$ cat src/sv/tbdh_pkg.sv
// shared types and constants for the two-button debounce and hold detector
// no dependencies; imported by every module of the block
package tbdh_pkg;

   // configuration register indexes (byte address / 4)
   localparam int unsigned REG_IDX_W = 3;
   localparam logic [REG_IDX_W-1:0] REG_DEBOUNCE    = 3'd0;
   localparam logic [REG_IDX_W-1:0] REG_ARM_HIGH    = 3'd1;
   localparam logic [REG_IDX_W-1:0] REG_SCAN_PERIOD = 3'd2;
   localparam logic [REG_IDX_W-1:0] REG_RESET_HOLD  = 3'd3;
   localparam logic [REG_IDX_W-1:0] REG_MASTER_HOLD = 3'd4;
   localparam logic [REG_IDX_W-1:0] REG_MIN_UPTIME  = 3'd5;

   localparam int unsigned CSR_ADDR_W = 5;
   localparam int unsigned CSR_DATA_W = 32;

   // register reset values
   localparam logic [15:0] DEBOUNCE_RST    = 16'd60;
   localparam logic [15:0] ARM_HIGH_RST    = 16'd500;
   localparam logic [9:0]  SCAN_PERIOD_RST = 10'd20;
   localparam logic [15:0] RESET_HOLD_RST  = 16'd5000;
   localparam logic [15:0] MASTER_HOLD_RST = 16'd10000;
   localparam logic [7:0]  MIN_UPTIME_RST  = 8'd5;

   // action codes
   localparam logic [1:0] ACT_NONE    = 2'd0;
   localparam logic [1:0] ACT_MASTER  = 2'd1;
   localparam logic [1:0] ACT_CONFIG  = 2'd2;
   localparam logic [1:0] ACT_REFUSED = 2'd3;

   typedef struct packed {
      logic [31:0] now_ms;
      logic        reset_raw_low;
      logic        boot_raw_low;
      logic [31:0] uptime_s;
      logic        charging_active;
   } req_type;

   typedef struct packed {
      logic [1:0] action;
      logic       reset_stable_low;
      logic       boot_debounced;
      logic       armed_flag;
   } rsp_type;

   typedef struct packed {
      logic [15:0] debounce_ms;
      logic [15:0] arm_high_ms;
      logic [9:0]  scan_period_ms;
      logic [15:0] reset_hold_ms;
      logic [15:0] master_hold_ms;
      logic [7:0]  min_uptime_s;
   } cfg_type;

   // control flags of the detector, watched by the top level
   typedef struct packed {
      logic halted;
      logic waiting_release;
      logic combo_held;
      logic single_held;
      logic armed;
   } sts_type;

endpackage

$ cat src/sv/tbdh_csr.sv
// configuration registers behind the apb-style port
// depends on tbdh_pkg for register indexes, reset values and cfg_type
module tbdh_csr
   import tbdh_pkg::*;
(
   input  logic                  clock,
   input  logic                  reset,
   input  logic                  csr_psel,
   input  logic                  csr_penable,
   input  logic                  csr_pwrite,
   input  logic [CSR_ADDR_W-1:0] csr_paddr,
   input  logic [CSR_DATA_W-1:0] csr_pwdata,
   output logic [CSR_DATA_W-1:0] csr_prdata,
   output logic                  csr_pready,
   output cfg_type               cfg
);

   cfg_type              cfg_ff;
   cfg_type              cfg_in;
   logic                 wr_en;
   logic [REG_IDX_W-1:0] reg_idx;

   assign csr_pready = 1'b1;
   assign reg_idx    = csr_paddr[CSR_ADDR_W-1:2];
   assign wr_en      = csr_psel && csr_penable && csr_pwrite;

   always_comb begin
      cfg_in = cfg_ff;
      if (wr_en) begin
         case (reg_idx)
            REG_DEBOUNCE:    cfg_in.debounce_ms    = csr_pwdata[15:0];
            REG_ARM_HIGH:    cfg_in.arm_high_ms    = csr_pwdata[15:0];
            REG_SCAN_PERIOD: cfg_in.scan_period_ms = csr_pwdata[9:0];
            REG_RESET_HOLD:  cfg_in.reset_hold_ms  = csr_pwdata[15:0];
            REG_MASTER_HOLD: cfg_in.master_hold_ms = csr_pwdata[15:0];
            REG_MIN_UPTIME:  cfg_in.min_uptime_s   = csr_pwdata[7:0];
            default: ;
         endcase
      end
   end

   always_ff @(posedge clock) begin
      if (reset) begin
         cfg_ff.debounce_ms    <= DEBOUNCE_RST;
         cfg_ff.arm_high_ms    <= ARM_HIGH_RST;
         cfg_ff.scan_period_ms <= SCAN_PERIOD_RST;
         cfg_ff.reset_hold_ms  <= RESET_HOLD_RST;
         cfg_ff.master_hold_ms <= MASTER_HOLD_RST;
         cfg_ff.min_uptime_s   <= MIN_UPTIME_RST;
      end else begin
         cfg_ff <= cfg_in;
      end
   end

   always_comb begin
      case (reg_idx)
         REG_DEBOUNCE:    csr_prdata = {16'd0, cfg_ff.debounce_ms};
         REG_ARM_HIGH:    csr_prdata = {16'd0, cfg_ff.arm_high_ms};
         REG_SCAN_PERIOD: csr_prdata = {22'd0, cfg_ff.scan_period_ms};
         REG_RESET_HOLD:  csr_prdata = {16'd0, cfg_ff.reset_hold_ms};
         REG_MASTER_HOLD: csr_prdata = {16'd0, cfg_ff.master_hold_ms};
         REG_MIN_UPTIME:  csr_prdata = {24'd0, cfg_ff.min_uptime_s};
         default:         csr_prdata = '0;
      endcase
   end

   assign cfg = cfg_ff;

endmodule

$ cat src/sv/tbdh_logic.sv
// debounce, arming and hold detection state with its next-state logic
// depends on tbdh_pkg for req_type, rsp_type, cfg_type and action codes
module tbdh_logic
   import tbdh_pkg::*;
(
   input  logic    clock,
   input  logic    reset,
   input  cfg_type cfg,
   input  logic    step,
   input  req_type item,
   output rsp_type result,
   output sts_type sts
);

   logic        reset_raw_last_ff, reset_raw_last_in;
   logic        boot_raw_last_ff, boot_raw_last_in;
   logic [31:0] reset_change_time_ff, reset_change_time_in;
   logic [31:0] boot_change_time_ff, boot_change_time_in;
   logic        reset_stable_ff, reset_stable_in;
   logic        boot_stable_ff, boot_stable_in;
   logic [15:0] released_time_ff, released_time_in;
   logic        combo_held_ff, combo_held_in;
   logic [31:0] combo_time_ff, combo_time_in;
   logic        single_held_ff, single_held_in;
   logic        armed_ff, armed_in;
   logic [31:0] single_time_ff, single_time_in;
   logic        waiting_release_ff, waiting_release_in;
   logic        halted_ff, halted_in;

   logic [1:0]  action;
   logic        up_ok;
   logic [31:0] reset_age, boot_age;
   logic [16:0] released_sum;
   logic [32:0] combo_sum, single_sum;
   logic [31:0] combo_next, single_next;

   assign up_ok     = item.uptime_s >= {24'd0, cfg.min_uptime_s};
   assign reset_age = item.now_ms - reset_change_time_ff;
   assign boot_age  = item.now_ms - boot_change_time_ff;
   assign combo_sum  = {1'b0, combo_time_ff} + {23'd0, cfg.scan_period_ms};
   assign single_sum = {1'b0, single_time_ff} + {23'd0, cfg.scan_period_ms};

   always_comb begin
      reset_raw_last_in    = reset_raw_last_ff;
      boot_raw_last_in     = boot_raw_last_ff;
      reset_change_time_in = reset_change_time_ff;
      boot_change_time_in  = boot_change_time_ff;
      reset_stable_in      = reset_stable_ff;
      boot_stable_in       = boot_stable_ff;
      released_time_in     = released_time_ff;
      combo_held_in        = combo_held_ff;
      combo_time_in        = combo_time_ff;
      single_held_in       = single_held_ff;
      armed_in             = armed_ff;
      single_time_in       = single_time_ff;
      waiting_release_in   = waiting_release_ff;
      halted_in            = halted_ff;
      action               = ACT_NONE;
      released_sum         = '0;
      combo_next           = '0;
      single_next          = '0;

      if (halted_ff) begin
      end else if (waiting_release_ff) begin
         if (!item.reset_raw_low && !item.boot_raw_low) begin
            waiting_release_in = 1'b0;
         end
      end else begin
         // per-button debounce on timestamp age
         if (item.reset_raw_low != reset_raw_last_ff) begin
            reset_raw_last_in    = item.reset_raw_low;
            reset_change_time_in = item.now_ms;
         end else if (reset_age >= {16'd0, cfg.debounce_ms}) begin
            reset_stable_in = item.reset_raw_low;
         end
         if (item.boot_raw_low != boot_raw_last_ff) begin
            boot_raw_last_in    = item.boot_raw_low;
            boot_change_time_in = item.now_ms;
         end else if (boot_age >= {16'd0, cfg.debounce_ms}) begin
            boot_stable_in = item.boot_raw_low;
         end

         // released time, clamped at the arm threshold
         if (!reset_stable_in) begin
            if (released_time_ff < cfg.arm_high_ms) begin
               released_sum = {1'b0, released_time_ff} + {7'd0, cfg.scan_period_ms};
               released_time_in = (released_sum > {1'b0, cfg.arm_high_ms}) ?
                                  cfg.arm_high_ms : released_sum[15:0];
            end
         end else begin
            released_time_in = '0;
         end

         if (reset_stable_in && boot_stable_in) begin
            combo_next = !combo_held_ff ? 32'd0 :
                         (combo_sum[32] ? '1 : combo_sum[31:0]);
            combo_held_in  = 1'b1;
            combo_time_in  = combo_next;
            single_held_in = 1'b0;
            armed_in       = 1'b0;
            single_time_in = '0;
            if (combo_next >= {16'd0, cfg.master_hold_ms} && up_ok) begin
               action             = ACT_MASTER;
               combo_held_in      = 1'b0;
               combo_time_in      = '0;
               waiting_release_in = 1'b1;
            end
         end else begin
            combo_held_in = 1'b0;
            combo_time_in = '0;
            if (!reset_stable_in) begin
               armed_in       = released_time_in >= cfg.arm_high_ms;
               single_held_in = 1'b0;
               single_time_in = '0;
            end else if (armed_ff) begin
               if (!single_held_ff) begin
                  single_held_in = 1'b1;
                  single_time_in = '0;
               end else begin
                  single_next    = single_sum[32] ? '1 : single_sum[31:0];
                  single_time_in = single_next;
                  if (single_next >= {16'd0, cfg.reset_hold_ms} && up_ok) begin
                     if (item.charging_active) begin
                        action         = ACT_REFUSED;
                        single_held_in = 1'b0;
                        armed_in       = 1'b0;
                        single_time_in = '0;
                     end else begin
                        action    = ACT_CONFIG;
                        halted_in = 1'b1;
                     end
                  end
               end
            end
         end
      end
   end

   always_ff @(posedge clock) begin
      if (reset) begin
         reset_raw_last_ff    <= 1'b0;
         boot_raw_last_ff     <= 1'b0;
         reset_change_time_ff <= '0;
         boot_change_time_ff  <= '0;
         reset_stable_ff      <= 1'b0;
         boot_stable_ff       <= 1'b0;
         released_time_ff     <= '0;
         combo_held_ff        <= 1'b0;
         combo_time_ff        <= '0;
         single_held_ff       <= 1'b0;
         armed_ff             <= 1'b0;
         single_time_ff       <= '0;
         waiting_release_ff   <= 1'b0;
         halted_ff            <= 1'b0;
      end else if (step) begin
         reset_raw_last_ff    <= reset_raw_last_in;
         boot_raw_last_ff     <= boot_raw_last_in;
         reset_change_time_ff <= reset_change_time_in;
         boot_change_time_ff  <= boot_change_time_in;
         reset_stable_ff      <= reset_stable_in;
         boot_stable_ff       <= boot_stable_in;
         released_time_ff     <= released_time_in;
         combo_held_ff        <= combo_held_in;
         combo_time_ff        <= combo_time_in;
         single_held_ff       <= single_held_in;
         armed_ff             <= armed_in;
         single_time_ff       <= single_time_in;
         waiting_release_ff   <= waiting_release_in;
         halted_ff            <= halted_in;
      end
   end

   assign result.action           = action;
   assign result.reset_stable_low = reset_stable_in;
   assign result.boot_debounced   = boot_stable_in;
   assign result.armed_flag       = armed_in;

   assign sts.halted          = halted_ff;
   assign sts.waiting_release = waiting_release_ff;
   assign sts.combo_held      = combo_held_ff;
   assign sts.single_held     = single_held_ff;
   assign sts.armed           = armed_ff;

endmodule

$ cat src/sv/two_button_debounce_hold_detector_unit.sv
// two-button debounce and hold detector, one scan tick per beat
// path: each req beat passes the input register and then the result register
// throughput: one tick per cycle when rsp_ready does not stall the result register;
// the detector state updates as a tick moves into the result register, so the next
// tick sees the updated state
// reset: synchronous, active high; clears the detector state and pipeline, and
// loads the register defaults
module two_button_debounce_hold_detector_unit
   import tbdh_pkg::*;
(
   input  logic                  clock,
   input  logic                  reset,
   input  logic                  req_valid,
   output logic                  req_ready,
   input  req_type               req_data,
   output logic                  rsp_valid,
   input  logic                  rsp_ready,
   output rsp_type               rsp_data,
   input  logic                  csr_psel,
   input  logic                  csr_penable,
   input  logic                  csr_pwrite,
   input  logic [CSR_ADDR_W-1:0] csr_paddr,
   input  logic [CSR_DATA_W-1:0] csr_pwdata,
   output logic [CSR_DATA_W-1:0] csr_prdata,
   output logic                  csr_pready
);

   cfg_type cfg;
   sts_type sts;
   rsp_type result;

   logic    in_valid_ff, in_valid_in;
   req_type in_data_ff;
   logic    out_valid_ff, out_valid_in;
   rsp_type out_data_ff;
   logic    advance;

   tbdh_csr u_csr (
      .clock       (clock),
      .reset       (reset),
      .csr_psel    (csr_psel),
      .csr_penable (csr_penable),
      .csr_pwrite  (csr_pwrite),
      .csr_paddr   (csr_paddr),
      .csr_pwdata  (csr_pwdata),
      .csr_prdata  (csr_prdata),
      .csr_pready  (csr_pready),
      .cfg         (cfg)
   );

   tbdh_logic u_logic (
      .clock  (clock),
      .reset  (reset),
      .cfg    (cfg),
      .step   (advance),
      .item   (in_data_ff),
      .result (result),
      .sts    (sts)
   );

   // tick moves on when the result register is free or being emptied
   assign advance   = in_valid_ff && (!out_valid_ff || rsp_ready);
   assign req_ready = !in_valid_ff || advance;

   always_comb begin
      in_valid_in = in_valid_ff;
      if (req_valid && req_ready) begin
         in_valid_in = 1'b1;
      end else if (advance) begin
         in_valid_in = 1'b0;
      end
      out_valid_in = out_valid_ff;
      if (advance) begin
         out_valid_in = 1'b1;
      end else if (rsp_ready) begin
         out_valid_in = 1'b0;
      end
   end

   always_ff @(posedge clock) begin
      if (reset) begin
         in_valid_ff  <= 1'b0;
         out_valid_ff <= 1'b0;
      end else begin
         in_valid_ff  <= in_valid_in;
         out_valid_ff <= out_valid_in;
      end
      if (req_valid && req_ready) begin
         in_data_ff <= req_data;
      end
      if (advance) begin
         out_data_ff <= result;
      end
   end

   assign rsp_valid = out_valid_ff;
   assign rsp_data  = out_data_ff;

   // once halted only reset brings the detector back
   a_halt_sticky : assert property (@(posedge clock) disable iff (reset)
      sts.halted |=> sts.halted)
      else $error("halted flag dropped without reset");

   // halt and release wait are never pending together
   a_halt_wait_excl : assert property (@(posedge clock) disable iff (reset)
      !(sts.halted && sts.waiting_release))
      else $error("halted while waiting for release");

   // a two-button hold clears the single-button arming
   a_combo_disarms : assert property (@(posedge clock) disable iff (reset)
      sts.combo_held |-> (!sts.armed && !sts.single_held))
      else $error("armed or single hold during combo hold");

   // a master reset beat leaves the block waiting for release
   a_master_waits : assert property (@(posedge clock) disable iff (reset)
      (advance && result.action == ACT_MASTER) |=> sts.waiting_release)
      else $error("master reset without release wait");

endmodule

$ cat config.mk
export PLATFORM = sky130hd
export DESIGN_NAME = two_button_debounce_hold_detector_unit
export DESIGN_NICKNAME = d
export VERILOG_FILES = /design/src/sv/tbdh_pkg.sv /design/src/sv/tbdh_csr.sv /design/src/sv/tbdh_logic.sv /design/src/sv/two_button_debounce_hold_detector_unit.sv
export SDC_FILE = /design/constraint.sdc
export NUM_CORES = 1
export LEC_CHECK = 0
export BUFFER_PORTS_ARGS = -buffer_cell sky130_fd_sc_hd__buf_4
export CAP_MARGIN = 25
export CELL_PAD_IN_SITES_DETAIL_PLACEMENT = 0
export CELL_PAD_IN_SITES_GLOBAL_PLACEMENT = 1
export CORE_MARGIN = 2
export CORE_UTILIZATION = 26
export DETAILED_ROUTE_END_ITERATION = 8
export GPL_TIMING_DRIVEN = 0
export PLACE_DENSITY = 0.49
export SYNTH_ARGS = -nofsm -noshare
export SYNTH_HDL_FRONTEND = slang
export SYNTH_HIERARCHICAL = 1
export SYNTH_SLANG_ARGS = --single-unit
$ cat constraint.sdc
create_clock -name clock -period 8.15 [get_ports clock]
set_clock_uncertainty 0.05 [all_clocks]
set_input_delay 0.4075 -clock clock [delete_from_list [all_inputs] [get_ports clock]]
set_output_delay 0.4075 -clock clock [all_outputs]
set_load 0.005 [all_outputs]
# ---- Word-level counts from Yosys, hierarchy flattened
# Index checks and enable logic that the tools add are counted.
dict set report totals {
  register_bits 309
  in_bits 111
  output_inout_bits 40
  elab_cells 147
}
dict set report classes {
  addsub 5
  order_cmp 8
  eq_ne 8
  n_mux 64
  bitwise 2
  n_reduce_logical 29
}
# op n
set ops {}
lappend ops {{32-bit two-way mux} 11}
lappend ops {{32-bit by 16-bit greater-or-equal comparator with 1-bit output} 4}
lappend ops {{16-bit one-hot mux with 6 select lines} 1}
lappend ops {{16-bit two-way mux} 5}
lappend ops {{32-bit by 10-bit adder with 33-bit output} 2}
lappend ops {{32-bit subtractor} 2}
lappend ops {{1-bit two-way mux} 42}
lappend ops {{32-bit by 8-bit greater-or-equal comparator with 1-bit output} 1}
lappend ops {{16-bit by 10-bit adder with 17-bit output} 1}
lappend ops {{17-bit by 16-bit greater-than comparator with 1-bit output} 1}
lappend ops {{16-bit greater-or-equal comparator} 1}
lappend ops {{16-bit < comparator} 1}
lappend ops {{2-bit AND reduction} 7}
lappend ops {{4-bit AND reduction} 3}
lappend ops {{2-bit two-way mux} 5}
lappend ops {{1-bit logical AND} 8}
lappend ops {{3-bit by 2-bit equality test with 1-bit output (second input constant)} 2}
lappend ops {{3-bit equality test (second input constant)} 2}
lappend ops {{1-bit zero test} 4}
lappend ops {{2-bit nonzero test} 2}
lappend ops {{3-bit by 1-bit equality test with 1-bit output (second input constant)} 1}
lappend ops {{3-bit zero test} 1}
lappend ops {{3-bit by 1-bit != test with 1-bit output (second input constant)} 1}
lappend ops {{3-bit AND reduction} 1}
lappend ops {{4 further kinds} 7}

# ---- Depth between registers and ports, before layout
# Gate-level depths: netlist (run 1).
dict set report logic_depth {
  depth_word 14
  ltp_mapped 38
  mapped_depth_nobuf 35
}

# ---- By module
# The synthesis (run 1) kept the hierarchy.
# mod n_inst cells_each area_each_um2 seq_area_each_um2
set modules_own_cells {}
lappend modules_own_cells {tbdh_logic 1 2270 16269.4 3062.9}
lappend modules_own_cells {tbdh_csr 1 479 4016.4 1641.6}
lappend modules_own_cells {two_button_debounce_hold_detector_unit 1 82 2265.9 2202.1}

# ---- Least setup slack after synthesis (run 1)
# Ideal clock, no wire load.
dict set report synth_timing {
  path_type {register to register}
  from {reg u_csr.cfg_ff, in the netlist u_csr/cfg[41]}
  to {reg out_data_ff, in the netlist rsp_data[0] (data pin)}
  setup_ns 0.251
  arrival_time_ns 6.616
  t_required_ns 7.849
  setup_slack_ns 1.233
  stages_incl_launch_ff 38
  n_path_buf 4
  synth_period_minus_slack_ns 6.917
  cell_sequence {dfxtp_1 inv_1 fa_1 nor2b_1 o21ai_0 a21boi_0 o21ai_0 a211o_1 and2_1 xnor2_1 ha_1 a21o_1 a21oi_1 nor2b_1 a2111oi_0 o21a_1 a41oi_1 a211o_1 [... 2 more ...] clkbuf_1 nor2_1 a21oi_1 a21oi_1 and2_1 ha_1 a21o_1 a21o_1 a21o_1 a21o_1 a21o_1 a21oi_1 nor2b_1 o21ai_0 a21oi_1 o21ai_0 o32ai_1 buf_4}
}
dict set report synth_via {
  elab_chain_len 12
  word_cells_on_any_way 19
  classes_between {add/sub (2); order compare (3); mux (13); reduce/logical (1)}
}
# item line_no
set synth_lines {}
lappend synth_lines {{from (decl)} tbdh_csr.sv:18} ;# cfg_type cfg_ff;
lappend synth_lines {{from (signal assigned)} tbdh_csr.sv:51} ;# cfg_ff <= cfg_in;
lappend synth_lines {{16-bit by 10-bit adder with 17-bit output} tbdh_logic.sv:86} ;# released_sum = {1'b0, released_time_ff} + {7'd0, cfg.scan_period_ms};
lappend synth_lines {{17-bit by 16-bit greater-than comparator with 1-bit output} tbdh_logic.sv:87} ;# released_time_in = (released_sum > {1'b0, cfg.arm_high_ms}) ?
lappend synth_lines {{16-bit two-way mux} tbdh_logic.sv:87}
lappend synth_lines {{16-bit two-way mux} tbdh_logic.sv:85} ;# if (released_time_ff < cfg.arm_high_ms) begin
lappend synth_lines {{16-bit two-way mux} tbdh_logic.sv:84} ;# if (!reset_stable_in) begin
lappend synth_lines {{16-bit two-way mux} tbdh_logic.sv:64} ;# end else if (waiting_release_ff) begin
lappend synth_lines {{16-bit two-way mux} tbdh_logic.sv:63} ;# if (halted_ff) begin
lappend synth_lines {{16-bit greater-or-equal comparator} tbdh_logic.sv:112} ;# armed_in = released_time_in >= cfg.arm_high_ms;
lappend synth_lines {{1-bit two-way mux *} tbdh_logic.sv:111} ;# if (!reset_stable_in) begin
lappend synth_lines {{1-bit two-way mux *} tbdh_logic.sv:94} ;# if (reset_stable_in && boot_stable_in) begin
lappend synth_lines {{1-bit two-way mux *} tbdh_logic.sv:64}
lappend synth_lines {{1-bit two-way mux *} tbdh_logic.sv:63}
lappend synth_lines {{net u_logic.armed_in} tbdh_logic.sv:25} ;# logic armed_ff, armed_in;
lappend synth_lines {{to (signal assigned)} two_button_debounce_hold_detector_unit.sv:92} ;# out_data_ff <= result;
lappend synth_lines {{to (decl)} two_button_debounce_hold_detector_unit.sv:35} ;# rsp_type out_data_ff;
# The timed path passes the listed nets; every way through them passes the cells marked *. The select of a mux whose other input is x is not followed.
# A chain may end at the register's enable or synchronous reset.

# ---- Worst setup path in the final report (run 1)
dict set report layout_timing {
  from {reg u_csr.cfg_ff, in the netlist u_csr/cfg[48]}
  to {reg u_logic.single_time_ff[17]}
}
dict set report layout_via {
  elab_chain_len 9
  word_cells_on_any_way 10
  classes_between {add/sub (1); order compare (1); mux (7); reduce/logical (1)}
}
# item line_no
set layout_lines {}
lappend layout_lines {{32-bit by 10-bit adder with 33-bit output *} tbdh_logic.sv:41} ;# assign single_sum = {1'b0, single_time_ff} + {23'd0, cfg.scan_period_ms};
lappend layout_lines {{32-bit two-way mux *} tbdh_logic.sv:120} ;# single_next = single_sum[32] ? '1 : single_sum[31:0];
lappend layout_lines {{32-bit by 16-bit greater-or-equal comparator with 1-bit output} tbdh_logic.sv:122} ;# if (single_next >= {16'd0, cfg.reset_hold_ms} && up_ok) begin
lappend layout_lines {{1-bit logical AND} tbdh_logic.sv:122}
lappend layout_lines {{32-bit two-way mux *} tbdh_logic.sv:122}
lappend layout_lines {{32-bit two-way mux *} tbdh_logic.sv:116} ;# if (!single_held_ff) begin
lappend layout_lines {{32-bit two-way mux *} tbdh_logic.sv:115} ;# end else if (armed_ff) begin
lappend layout_lines {{32-bit two-way mux *} tbdh_logic.sv:111}
lappend layout_lines {{32-bit two-way mux *} tbdh_logic.sv:94}
lappend layout_lines {{to (signal assigned)} tbdh_logic.sv:167} ;# single_time_ff <= single_time_in;
lappend layout_lines {{to (decl)} tbdh_logic.sv:26} ;# logic [31:0] single_time_ff, single_time_in;
# Every way passes the cells marked *; elsewhere a longest branch is shown, timed or not. The select of a mux whose other input is x is not followed.

==> results of run 1 <==
## final cells by class
class	instances	area, µm²	area share [%]
repair buffers	189	1590	5.84
well taps	1144	1430	5.26
flip-flops and latches	309	6920	25.4
clock buffers	52	1160	4.27
clock inverters	28	358	1.32
inverters	205	773	2.84
multi-input cells	2156	14100	52.0
plain buffers	170	832	3.06
## through the flow
stage / setup TNS [ns] / instance area (µm²) / hold slack (ns) / setup slack, ns
after floorplan: 0 / 22600 / 0.379 / 1.23
after global placement: -1.95 / 24900 / 0.393 / -1.15
after detailed placement: -1.97 / 24900 / 0.397 / -1.13
after CTS: -0.00510 / 27200 / 0.0166 / -0.00510
after global routing: 0 / 27200 / 0.0195 / 0.000663
final: 0 / 27200 / 0.0443 / 0.474
## critical path: stages (launching register included)
cell      delay [ns]
dfxtp_1         0.81
ha_1            0.41
a21o_1          0.20
a21oi_1         0.57
and2_1          0.22
clkbuf_1        0.43
or3_1           0.19
clkbuf_1        0.23
clkbuf_1        0.57
o21ai_0         0.35
ha_1            0.27
a21o_1          0.18
a21o_1          0.17
a21oi_1         0.14
o21a_1          0.12
o31ai_1         0.09
a211oi_1        0.46
nand4_1         0.26
o41ai_4         0.55
nor2_1          0.14
or3_1           0.37
clkbuf_1        0.28
or3b_1          0.43
o211ai_1        0.09
## what timing repair did
item,CTS,global route
pin swaps,0,4
hold buffers,68,0
buffers inserted,1,1
endpoints found under the hold margin,68,0
endpoints found under the setup margin,16,23
gates resized for setup,18,14
## per-layer routing
metal	routed length, µm	GRT usage (%)	up-vias
met5	0	0	-
met4	2010	5.10	0
met3	3610	2.30	93
met2	40600	31.9	472
met1	41300	26.4	10200
li1	-	-	10700
## power groups by stage
stage                     Clock [mW]  Combinational [mW]  Sequential [mW]
after CTS                       2.12               0.728             1.64
after detailed placement           0               0.697             1.68
after floorplan                    0               0.457             1.66
final                           2.05               0.728             1.64
after global routing            2.18               0.809             1.65
after global placement             0               0.693             1.68
## cells in the final DEF, fill, tap and decap left out, types with 23 or more instances in the layout
| cell type | instances |
|---|---|
| nand2_1 | 343 |
| a21oi_1 | 299 |
| dfxtp_1 | 234 |
| ha_1 | 211 |
| inv_1 | 204 |
| o21ai_0 | 183 |
| nor2_1 | 150 |
| buf_4 | 147 |
| nand3_1 | 112 |
| clkbuf_1 | 107 |
| edfxtp_1 | 72 |
| dlygate4sd3_1 | 68 |
| xnor2_1 | 64 |
| mux2i_1 | 62 |
| a21o_1 | 58 |
| clkbuf_16 | 44 |
| nor3_1 | 44 |
| nand4_1 | 43 |
| o211ai_1 | 39 |
| o21ai_1 | 33 |
| and2_1 | 32 |
| nand2b_1 | 31 |
| xor2_1 | 30 |
| a211oi_1 | 28 |
| and3_1 | 27 |
| buf_2 | 26 |
| o21a_1 | 25 |
| or3_1 | 24 |
| nor2b_1 | 23 |
## flip-flops by register name, summed over array words and instances (netlist names)
register                      flops
in_valid_ff                       1
u_logic/single_held_ff            1
u_logic/combo_time_ff            32
u_logic/halted_ff                 1
u_logic/boot_change_time_ff      32
u_logic/single_time_ff           32
rsp_valid                         1
in_data_ff                       67
u_csr/cfg                        82
u_logic/boot_stable_ff            1
u_logic/boot_raw_last_ff          1
u_logic/reset_change_time_ff     32
u_logic/combo_held_ff             1
u_logic/reset_raw_last_ff         1
rsp_data                          5
u_logic/waiting_release_ff        1
u_logic/armed_ff                  1
u_logic/released_time_ff         16
u_logic/reset_stable_ff           1
## final timing paths
check                                                    start                                           end  slack, ns
setup / recovery                    u_csr/cfg[48]$_SDFFE_PP0P_       u_logic/single_time_ff[17]$_SDFFE_PP0P_       0.47
hold / removal                                           reset                      in_valid_ff$_SDFFE_PP0P_       0.04
setup reg to reg                    u_csr/cfg[48]$_SDFFE_PP0P_       u_logic/single_time_ff[17]$_SDFFE_PP0P_       0.47
hold reg to reg   u_logic/reset_change_time_ff[2]$_SDFFE_PP0P_  u_logic/reset_change_time_ff[2]$_SDFFE_PP0P_       0.40
==> metrics.txt, run 1 <==
Lkg Pwr 10.6 nW; Die Y 298 µm; hold path depth 2; maximum VDD drop 0.000132 V; clock root buffer clkbuf_16; Worst-path clk slew 0.06 ns; Mapped Area 0.0225 mm²; First DRT Iteration DRCs 1428; Vias/cell 5.05; non-filler instance count after layout 4253; status finished, final reports clean; Flop pwr share 37.2%; worst reg2reg path depth 23; Hold WC Path Type input pin to flip-flop; first-pass GRT wire length 133 mm; vias in the first global route 21100; final hold vios 0; highest clock rate 0.130 GHz; TritonRoute pass-1 iters 5; mean post-synth cell area 7.97 µm²; num rows 107; H-tree depth 2; fin util 31.8%; pwr dens 162 mW/mm²; final wirelength 87.5 mm; Cell Int Power 3.14 mW; Slew @ Worst Pin 1.02 ns; critical path type flip-flop to flip-flop; GRT Total Usage 19.3%; Final setup viols 0; initial antenna violation count 1; Clock Tree Buf Depth 3; Clock Latency Late Sink 0.60 ns; grt ovf 0; fin nets 3401; Die ar. 0.0890 mm²; input/output buffers 115; nature of the critical path startpoint flip-flop; CTS tree done; final antenna-violating net count 0; worst relative slew slack 31.7%; crit-path max FO 10; total chip power 4.42 mW; unrepaired setup endpoints after global routing false; largest net degree at the start of global routing 68; crit path DAT 8.12 ns; placer congestion estimate 0.892; Layout area overhead 20.8%; wire length per cell 20.6 µm; Initial Util 26.3%; Final Max Slew Viols 0; post-synthesis instance total 2826; # clock sinks 309; Top-Level Pins 151; NetSw 1.28 mW; DP Cell Count 4104; required time of the critical path 8.60 ns; fin crit period 7.68 ns; switch share 28.9%; clock share of power 46.3%; # diodes 0; crit share post-route 94.2%; Logic pwr share 16.5%; filler instances 9095; warnings from Yosys 6; Critical Path End Type flip-flop; DRC viols 0; die width 298 µm; layout cell share with drive strength beyond 1 10.2%; DP HPWL 68.5 mm; Max-cap violations 0; CTS buffer count 43; core footprint 0.0855 mm²; Vias 21500
No activity file was read; power rests on OpenSTA's default activity.
==> inputs of run 2 (changes only) <==
SYNTH_HIERARCHICAL = unset   (was 1)
==> run 2 against run 1 <==
Net effect:
- first-iteration DRC count up 2.7%
- final area down 2.1%
- combinational power down 5.6%
- largest cell class unchanged
- via count down 3.0%
- cell count down 4.1%
- clock power about the same
- area after synthesis down 2.7%
- setup slack worse by 0.20 ns
- global-route usage about the same
- power down 1.5%
- worst hold slack better by 0.011 ns
- highest routed layer unchanged
- count of clock-buffer cells in the layout up 18
==> metrics.txt, run 2 <==
crit path to rsp_data[0]$_DFFE_PP_; fin nets 3293 (-3.2%); Layout area overhead 21.5%; nature of the critical path startpoint flip-flop; layout cell share with drive strength beyond 1 10.1% (-0.063 points); Hold Slack 0.0556 ns (+0.0114 ns); sequential share of the synthesized area 31.5%; # diodes 0 (unchanged); grt ovf 0 (unchanged); mean post-synth cell area 8.09 µm² (+1.6%); Unique masters post-synth 102; most used standard cell by instance count after synthesis nand2_1; Clock Latency Late Sink 0.58 ns (-0.02 ns); r2r endpoint rsp_data[0]$_DFFE_PP_; CTS tree done; warnings from Yosys 0 (-6); CP max stage delay 0.51 ns (-0.30 ns); GRT Total Usage 19.2% (-0.035 points); most common cell after layout, fill and taps aside nand2_1; Final setup viols 0 (unchanged); FF/Latch Area 0.00691 mm² (about the same); final setup margin 0.278 ns (-0.196 ns); Cell Area, Placed 0.0242 mm² (-2.6%); core footprint 0.0836 mm² (-2.3%); worst reg2reg path depth 33 (+43%); max reg flops 82 (unchanged); H-tree depth 2 (unchanged); Initial Util 26.2% (-0.10 points); dpl ws -0.976 ns (+0.158 ns); fin util 31.8% (+0.059 points); crit path DAT 8.12 ns (about the same); Vias 20800 (-3.0%); largest net degree at the start of global routing 61 (-10%); first-pass GRT wire length 125 mm (-5.4%); input/output buffers 114 (-0.87%); First DRT Iteration DRCs 1466 (+2.7%); crit share post-route 96.6% (+2.4 points); filler instances 8889 (-2.3%); CTS buffer count 44 (+2.3%); total chip power 4.35 mW (-1.5%); Most used DFF post-synth dfxtp_1; wire length per cell 20.9 µm (+1.4%); fin area 0.0266 mm² (-2.1%); Mapped Area 0.0219 mm² (-2.7%); unrepaired setup endpoints after global routing true; critical path type flip-flop to flip-flop; worst relative slew slack 28.2% (-3.5 points); Multi-input gate area 0.0138 mm² (-2.5%); Vias/cell 5.11 (+1.1%); num rows 106 (-0.93%); final hold vios 0 (unchanged); Die ar. 0.0866 mm² (-2.7%); final antenna-violating net count 0 (unchanged); commonest non-fill, non-tap cells in the layout 406 x nand2_1, 268 x a21oi_1, 234 x dfxtp_1, 211 x ha_1, 182 x nor2_1; Yosys top cell area share 21.7%; Synth area leader dfxtp_1; Synth async-reset ratio 0%; r2r startpoint u_csr.cfg[41]$_SDFFE_PP0P_; crit-path max FO 10 (unchanged); Final Max Slew Viols 0 (unchanged); synth cell count leaders 406 x nand2_1, 269 x a21oi_1, 237 x dfxtp_1, 211 x ha_1, 182 x nor2_1; clock root buffer clkbuf_16; pwr dens 163 mW/mm² (+0.62%); required time of the critical path 8.39 ns (-0.21 ns); fin crit period 7.87 ns (+0.196 ns); Slowest-stage cell, CP fa_1; Clock Tree Buf Depth 3 (unchanged); Slew @ Worst Pin 1.08 ns (+0.0575 ns); initial antenna violation count 0 (-1); DRC viols 0 (unchanged); top post-synthesis cells by area dfxtp_1 22%, ha_1 12%, edfxtp_1 9.9%, nand2_1 7.0%, a21oi_1 6.1%; TritonRoute pass-1 iters 6 (+1); maximum VDD drop 0.000162 V (+23%); EDFF count, synth 72; Lkg Pwr 10.3 nW (-2.3%); status finished, final reports clean; Reg2Reg Setup Slack 0.28 ns (-0.20 ns); Max-cap violations 0 (unchanged); #FFs+latches synth 309; Top-Level Pins 151 (unchanged); Critical Path End Type flip-flop; Hold WC Path Type input pin to flip-flop; # clock sinks 309 (unchanged); placer congestion estimate 0.862 (-3.3%); Most Frequent Cell on Critical Path a21oi_1; Worst-path clk slew 0.06 ns (about the same); die width 294 µm (-1.3%); post-synthesis instance total 2707 (-4.2%); Die Y 294 µm (-1.3%); highest clock rate 0.127 GHz (-2.5%); vias in the first global route 20400 (-3.5%); crit path launch u_csr.cfg[41]$_SDFFE_PP0P_; final wirelength 85.1 mm (-2.8%); DP HPWL 67.0 mm (-2.2%)
## run 2: kinds of logic after synthesis
group / synth area share, %
DFF: 31.5
muxes: 2.77
and+or+nand+nor: 19.8
AOI/OAI and AO/OA: 23.6
other: 0.0343
buffers and inverters: 6.12
xor gates and xnor gates: 3.68
adders and majority gates: 12.5
## run 2: layout make-up
class	count	share of cell area [%]
multi-input combinational	2083	51.8
buffer	148	2.49
sequential	309	26.0
clock buffer	70	5.19
tap	1080	5.08
clock inverter	10	0.541
timing repair buffer	198	6.38
inverter	182	2.58
## run 2: power breakdown
group,internal [mW],total (mW),switching [mW]
Sequential,1.61,1.65,0.0360
Clock,1.25,2.02,0.764
Combinational,0.273,0.687,0.414
Total,3.14,4.35,1.21
## run 2: worst min path at each step
stage | cells after the start | slack, ns | endpoint | start
after CTS | 2 | 0.02 | u_csr.cfg[36]$_SDFFE_PP1P_ | csr_pwdata[12]
final | 2 | 0.06 | u_csr.cfg[33]$_SDFFE_PP1P_ | csr_pwdata[9]
after global routing | 2 | 0.04 | u_csr.cfg[36]$_SDFFE_PP1P_ | csr_pwdata[12]
after global placement | 2 | 0.39 | u_csr.cfg[9]$_SDFFE_PP0P_ | u_csr.cfg[9]$_SDFFE_PP0P_
after detailed placement | 2 | 0.40 | u_logic.reset_change_time_ff[6]$_SDFFE_PP0P_ | u_logic.reset_change_time_ff[6]$_SDFFE_PP0P_
after floorplan | 2 | 0.38 | u_logic.halted_ff$_SDFFE_PP0P_ | u_logic.halted_ff$_SDFFE_PP0P_
## run 2: metal layers
metal  track usage (%)  up-vias  wire length (µm)
met3              2.32      128              3850
met4              7.08        0              3120
met5                 0        -                 0
met1              24.7     9952             38100
met2              32.9      519             40000
li1                  -    10200                 -
## run 2: critical path, delay by kind of cell (launching register included)
family | cells | cell delay (ns)
adders and majority gates | 3 | 1.05
and+or+nand+nor | 6 | 0.89
AOI/OAI and AO/OA | 19 | 3.94
buffers and inverters | 2 | 0.60
xor gates and xnor gates | 1 | 0.21
DFF | 1 | 0.47
muxes | 2 | 0.34
## run 2: through the flow
stage          std cells  setup TNS [ns]
5_1_grt             4080         -0.0782
3_3_place_gp        3916           -2.06
4_1_cts             4072               0
6_report            4080               0
2_1_floorplan       2722               0
3_5_place_dp        3921           -1.84
## run 2: timing repair
item	4_1_cts	5_1_grt
hold buffers	68	0
pin swaps	1	1
hold endpoints to repair	68	0
resized for setup	14	8
setup endpoints to repair	2	8
setup buffers	3	5
